--- src/rtl/kufe_ram.sv ---
// Generic simple dual-port RAM: one write port, one read port with
// registered read data. No dependencies.
module kufe_ram #(
  parameter int WIDTH = 8,
  parameter int DEPTH = 16
) (
  input  logic                     clk,
  input  logic                     we,
  input  logic [$clog2(DEPTH)-1:0] waddr,
  input  logic [WIDTH-1:0]         wdata,
  input  logic [$clog2(DEPTH)-1:0] raddr,
  output logic [WIDTH-1:0]         rdata
);

  logic [WIDTH-1:0] mem [DEPTH];

  always_ff @(posedge clk) begin
    if (we) begin
      mem[waddr] <= wdata;
    end
    rdata <= mem[raddr];
  end

endmodule

--- config.mk ---
export PLATFORM = sky130hd
export DESIGN_NAME = kufe_ram
export DESIGN_NICKNAME = d
export VERILOG_FILES = /design/src/rtl/kufe_ram.sv
export SDC_FILE = /design/constraint.sdc
export NUM_CORES = 1
export LEC_CHECK = 0
export BUFFER_PORTS_ARGS = -buffer_cell sky130_fd_sc_hd__buf_2
export CAP_MARGIN = 20
export CORE_MARGIN = 3
export CORE_UTILIZATION = 55
export DETAILED_ROUTE_END_ITERATION = 10
export PLACE_DENSITY = 0.81
export SYNTH_ARGS = -nofsm -noshare
export SYNTH_HDL_FRONTEND = slang
export SYNTH_SLANG_ARGS = --single-unit
--- constraint.sdc ---
create_clock -name clk -period 3.45 [get_ports clk]
set_input_delay 0.5175 -clock clk [delete_from_list [all_inputs] [get_ports clk]]
set_output_delay 0.5175 -clock clk [all_outputs]
set_load 0.01 [all_outputs]
# ---- Yosys cells after proc, flatten, opt, wreduce, memory -nomap -nowiden
# Memory sizes are Yosys's and may differ from the RTL's. A register that Yosys moved wholly into a read port is not among the register bits.
# Cells that the tools add are included.
dict set report op_classes {
  muxes 2
}
# operator count
set ops {}
lappend ops {{$mux 1} 2}
dict set report totals {
  ramBits 128
  out_inout_bits 8
  regBits 0
  input_bits 18
  memories 1
  wordCells 3
}
# memory depth word_bits read_ports rd_ports_with_merged_regs write_ports line
set memory_table {}
lappend memory_table {mem 16 8 1 1 1 15} ;# logic [WIDTH-1:0] mem [DEPTH];

# ---- Longest topological paths before layout
# Gate-level depths: netlist (run 1).
dict set report depth {
  ltp_word 2
  depth_mapped 5
  ltp_nobuf 3
}

# ---- Least setup slack after synthesis (run 1)
# Ideal clock, no wire load.
dict set report synth_path {
  path_type {input to register}
  startpoint {input port waddr[2]}
  endpoint {memory mem[0][0] (enable)}
  arrival_ns 1.627
  n_path_buf 0
  setup_slack_ns 1.440
  t_required_ns 3.067
  path_stages 2
  setup_ns 0.383
  cell_sequence {or3b_2 nor3_1}
}
# item line
set synth_rtl {}
lappend synth_rtl {{start, declared} 9} ;# input logic [$clog2(DEPTH)-1:0] waddr,
lappend synth_rtl {{end, declared} 15}
# No word-level cell before the write port.

==> metrics.cfg, run 1 <==
[yosys]
yosys_most_used_dff = edfxtp_1
synth-seq-cells = 136
async_reset_ff_share_pct = 0
yosys.area.top_type = edfxtp_1
ys_warn_count = 0
synth_fp_nets = 247
synth_common_cells = 128 x edfxtp_1, 18 x mux4_2, 16 x a22oi_1
synth_area_leaders = edfxtp_1 75%, mux4_2 7.9%, mux4_1 7.1%
seq_area_frac_synth_pct = 77.8
synth_edf_count = 128
syn_inst = 229
synthDistinctLibCells = 19
syn_area_um2 = 5150
synth_most_common_cell = edfxtp_1
synth_top_cell_area_share_pct = 74.7
syn_avg_cell_area_um2 = 22.5

[placed_design]
place.gp.congestion = 0.799
numPortBuffers = 25
dp_slack_ns = 1.15
place_inst = 357
place_area_um2 = 5370
place_hpwl_mm = 6.03

[clock_network]
cts_hold_buf = 0
ctsHtreeMaxLevel = 4
ctsResizeCount = 0
cts-root-buf = clkbuf_8
clk_pin_slew_ns = 0.06
cts_tree = done
cts.path.max_buffers = 2
clk_latency_ns = 0.51
numCtsBuffers = 17
clkSinkCount = 136
post_cts_buffers = 0

[timing]
fin_crit_ns = 1.77
slew_viol_final = 0
rsz0062_at_grt = false
fin_skew_ns = 0.00738
setup_viol = 0
period_share_pct = 51.3
hold_ws_ns = 0.397
worstMarginPinSlew_ns = 0.907
slew-limit-headroom_pct = 39.3
hold_viol = 0
fmax_ghz = 0.566
postLayoutSetupSlackWorst_ns = 1.68
final.setup.tns_ns = 0

[layout]
syn2layout_area_growth_pct = 14.9
nets = 286
fin_cells = 390
fillers = 563
layout-drive-gt1-share_pct = 28.1
final_cell_area_um2 = 5910

[setup_path]
critPathTopFamily = buffers and inverters
critPathLaunchType = input pin
path_cells = buf_2 -> buf_12 -> mux4_1 -> a22oi_1 -> nand2_1
cp.required_ns = 3.84
max_stage_delay_ns = 0.59
cp-end-kind = register
crit_arrival_ns = 2.15
cp_slowest_cell = mux4_1
path_class = in -> reg
path_buf_inv = 2
critPathMaxFanout = 17

[drt]
drt_pass1_iterations = 4
routed_wirelength_mm = 9.37
wl_per_cell_um = 24.0
num_vias = 2397
drt_iter0_markers = 166
via_per_inst = 6.15
antenna_left = 0
drc_errors = 0

[global_route]
grt_pass1_wl_mm = 14.4
grt_start_max_net_pins = 33
grt_pass1_vias = 2470
grt.overflow.total = 0
track_usage_pct = 19.9
antenna_found_initial = 1

[floorplanning]
placementRows = 34
start_util_pct = 57.9
io_pins = 26
die_h_um = 103
dieArea_um2 = 10600
die_w_um = 103
core_area_um2 = 8890

[pwr]
power.density_nw_per_um2 = 612
ir_drop_v = 0.000344
leakage_nw = 1.98

[worst_hold_path]
worst_hold_path_type = in -> reg

[outcome]
status = finished clean

[job]
drv_cap = 0

==> registers in the layout, summed over array words and instances (netlist names) <==
signal,cells
mem,128
rdata,8
==> area by class of cell <==
class / instances / area, um^2 / share of cell area, %
Antenna cell: 1 / 2.50 / 0.0423
Tap cell: 108 / 135 / 2.29
Sequential cell: 136 / 4000 / 67.7
Timing Repair Buffer: 30 / 175 / 2.96
Clock inverter: 13 / 106 / 1.80
Multi-Input combinational cell: 83 / 1060 / 17.9
Clock buffer: 19 / 432 / 7.30
==> path summary, 6_finish.rpt <==
check              end  slack (ns)  depth (start not counted)  startpoint
max           rdata[3]        1.68                          5    raddr[0]
min          mem[4][2]        0.40                          1    wdata[2]
max reg2reg   rdata[4]        2.04                          3   mem[0][4]
min reg2reg   rdata[6]        0.66                          3  mem[14][6]
==> cells in the final DEF (no fill, tap or decap), types with 2 or more instances in the layout <==
cell type	n
buf_4	4
clkinv_4	2
clkinvlp_4	4
nand2b_1	2
edfxtp_1	128
nand3b_1	2
clkinv_2	5
nor2_1	13
a22oi_1	16
dfxtp_1	8
nor3_1	4
nand2_1	9
mux4_2	18
clkbuf_16	16
buf_2	25
clkbuf_8	2
mux4_1	14
==> through the flow <==
stage                     utilization [%]  total power, W
after floorplan                         -         0.00199
after global placement               60.4         0.00205
after detailed placement             60.4         0.00206
after CTS                            66.5         0.00365
after global routing                 66.5         0.00374
final                                66.5         0.00362
==> cells by family (layout without fill, tap and decap cells) <==
kind of cell           after synthesis  after routing  share of synthesized area (%)
DFF                                136            136                           77.8
and+or+nand+nor                     35             35                           3.18
muxes                               32             32                           15.0
AOI/OAI and AO/OA                   16             16                           2.33
buffers and inverters               10             62                           1.68
other                                0              1                              0
==> metal layers <==
| metal | part of all wire [%] | GRT usage (%) | vias to the layer above |
|---|---|---|---|
| li1 | - | - | 1055 |
| met1 | 40 | 27.0 | 1254 |
| met2 | 52 | 31.5 | 84 |
| met3 | 6.9 | 5.48 | 4 |
| met4 | 0.51 | 7.27 | 0 |
| met5 | 0 | 0 | - |
==> where the power goes <==
group | leakage [nW] | total (W) | internal [W] | switching [W]
Sequential | 1.22 | 0.00186 | 0.00185 | 0.00000966
Clock | 0.257 | 0.00159 | 0.000964 | 0.000630
Combinational | 0.501 | 0.000166 | 0.0000689 | 0.0000974
(Power assumes the default switching activity.)
==> run 2, diff against run 1 <==
--- a/config.mk
+++ b/config.mk
@@ -8,9 +8,9 @@
 export BUFFER_PORTS_ARGS = -buffer_cell sky130_fd_sc_hd__buf_2
 export CAP_MARGIN = 20
 export CORE_MARGIN = 3
-export CORE_UTILIZATION = 55
+export CORE_UTILIZATION = 54
 export DETAILED_ROUTE_END_ITERATION = 10
-export PLACE_DENSITY = 0.81
+export PLACE_DENSITY = 0.82
 export SYNTH_ARGS = -nofsm -noshare
 export SYNTH_HDL_FRONTEND = slang
 export SYNTH_SLANG_ARGS = --single-unit
==> constraint.sdc (replaced) <==
create_clock -name clk -period 1.6 [get_ports clk]
set_input_delay 0.24 -clock clk [delete_from_list [all_inputs] [get_ports clk]]
set_output_delay 0.24 -clock clk [all_outputs]
set_load 0.01 [all_outputs]
==> metrics.cfg, run 2 (synthesis gave the netlist of run 1 again) <==
[floorplanning]
die_w_um = 104  ; +0.87%
dieArea_um2 = 10700  ; +1.7%
die_h_um = 104  ; +0.87%
start_util_pct = 57.3  ; -0.55 points
io_pins = 26  ; unchanged
placementRows = 34  ; unchanged
core_area_um2 = 8980  ; +0.96%

[layout]
fin_cells = 426  ; +9.2%
layout-drive-gt1-share_pct = 32.3  ; +4.2 points
syn2layout_area_growth_pct = 19.1
post-route-util_pct = 68.3  ; +1.8 points
largestRegisters = mem x128, rdata x8
fillers = 558  ; -0.89%
mostFrequentLayoutCells = 128 x edfxtp_1, 25 x buf_2, 20 x buf_4, 18 x mux4_2
top_register = mem
final_cell_area_um2 = 6130  ; +3.7%
largest_register_ffs = 128  ; unchanged
nets = 305  ; +6.6%
layout_commonest_cell = edfxtp_1
antenna_cells = 0  ; -1

[setup_path]
cp_slowest_cell = mux4_2
critPathMaxFanout = 1  ; -16
max_stage_delay_ns = 0.47  ; -0.12 ns
critPathLaunchType = register
path_class = reg -> reg
cp-end-kind = register
path_cells = mux4_2 -> a22oi_1 -> nand2_1
cp.required_ns = 2.00  ; -1.84 ns
crit_arrival_ns = 1.77  ; -0.38 ns

[global_route]
grt_pass1_wl_mm = 15.6  ; +8.5%
grt_pass1_vias = 2671  ; +8.1%
grt.overflow.total = 0  ; unchanged
track_usage_pct = 20.1  ; +0.24 points
antenna_found_initial = 0  ; -1
grt_start_max_net_pins = 20  ; -39%

[drt]
num_vias = 2540  ; +6.0%
drt_pass1_iterations = 5  ; +1
drt_iter0_markers = 213  ; +28%
antenna_left = 0  ; unchanged
drc_errors = 0  ; unchanged
via_per_inst = 5.96  ; -3.0%
wl_per_cell_um = 23.8  ; -1.1%
routed_wirelength_mm = 10.1  ; +8.0%

[timing]
rsz0062_at_grt = false
postLayoutSetupSlackWorst_ns = 0.228  ; -1.45 ns
slew-limit-headroom_pct = 51.4  ; +12 points
slew_viol_final = 0  ; unchanged
setup_viol = 0  ; unchanged
fmax_ghz = 0.729
fin_skew_ns = 0.0104  ; +0.00299 ns
period_share_pct = 85.8
hold_viol = 0  ; unchanged
worstMarginPinSlew_ns = 0.726  ; -0.180 ns
fin_crit_ns = 1.37

[clock_network]
numCtsBuffers = 17  ; unchanged
ctsHtreeMaxLevel = 4  ; unchanged
cts_tree = done
clk_pin_slew_ns = 0.06  ; about the same
ctsResizeCount = 0  ; unchanged
clkSinkCount = 136  ; unchanged
cts.path.max_buffers = 2  ; unchanged
cts_hold_buf = 0  ; unchanged
clk_latency_ns = 0.52  ; about the same
cts-root-buf = clkbuf_8
post_cts_buffers = 0  ; unchanged

[placed_design]
dp_slack_ns = -0.0369  ; -1.19 ns
numPortBuffers = 25  ; unchanged
place.gp.congestion = 0.706  ; -12%
place_hpwl_mm = 6.20  ; +2.8%
place_inst = 394  ; +10%
place_area_um2 = 5580  ; +3.9%

[pwr]
ir_drop_v = 0.000964  ; +180%
power.density_nw_per_um2 = 1310  ; +110%
total_power_w = 0.00802  ; +120%
leakage_nw = 2.09  ; +5.5%

[worst_hold_path]
worst_hold_path_type = in -> reg

[outcome]
status = finished clean

[job]
drv_cap = 0  ; unchanged

==> run 2: layout make-up <==
cell class	instances	area (um^2)	share of cell area (%)
clock buffer	19	422	6.88
sequential	136	4000	65.3
tap	126	158	2.57
clock inverter	13	131	2.14
timing repair buffer	49	355	5.79
multi-input combinational	83	1060	17.3
==> run 2: worst paths after layout <==
path | startpoint | endpoint | slack [ns] | cells past startpoint
min | wdata[1] | mem[12][1] | 0.11 | 1
min reg2reg | mem[14][4] | rdata[4] | 0.67 | 3
max reg2reg | mem[1][6] | rdata[6] | 0.23 | 3
max | mem[1][6] | rdata[6] | 0.23 | 3
==> run 2: where the power goes <==
group          leakage [nW]  internal, W  total [W]  switching (W)
clock network         0.251      0.00220    0.00361        0.00142
registers              1.22      0.00398    0.00401      0.0000284
logic                 0.615     0.000175   0.000393       0.000218
==> run 2: per-layer routing <==
layer / vias to the layer above / GRT usage, % / wire length, um
met5: - / 0 / 0
met4: 0 / 7.88 / 173
met3: 16 / 4.79 / 613
met2: 112 / 31.8 / 5030
met1: 1325 / 27.6 / 4310
li1: 1087 / - / -
==> run 2: critical path: cells and delay by family, from the launching register on <==
family / cells / cell delay [ns]
AND/OR/NAND/NOR: 1 / 0.11
multiplexers: 1 / 0.47
flip-flops: 1 / 0.38
AO/OA/AOI/OAI: 1 / 0.30
==> run 2: stage by stage <==
stage	hold WS, ns	setup TNS (ns)
floorplan	0.339	0
global placement	0.625	-0.0463
detailed placement	0.637	-0.0682
CTS	0.0868	0
global route	0.103	0
finish	0.110	0
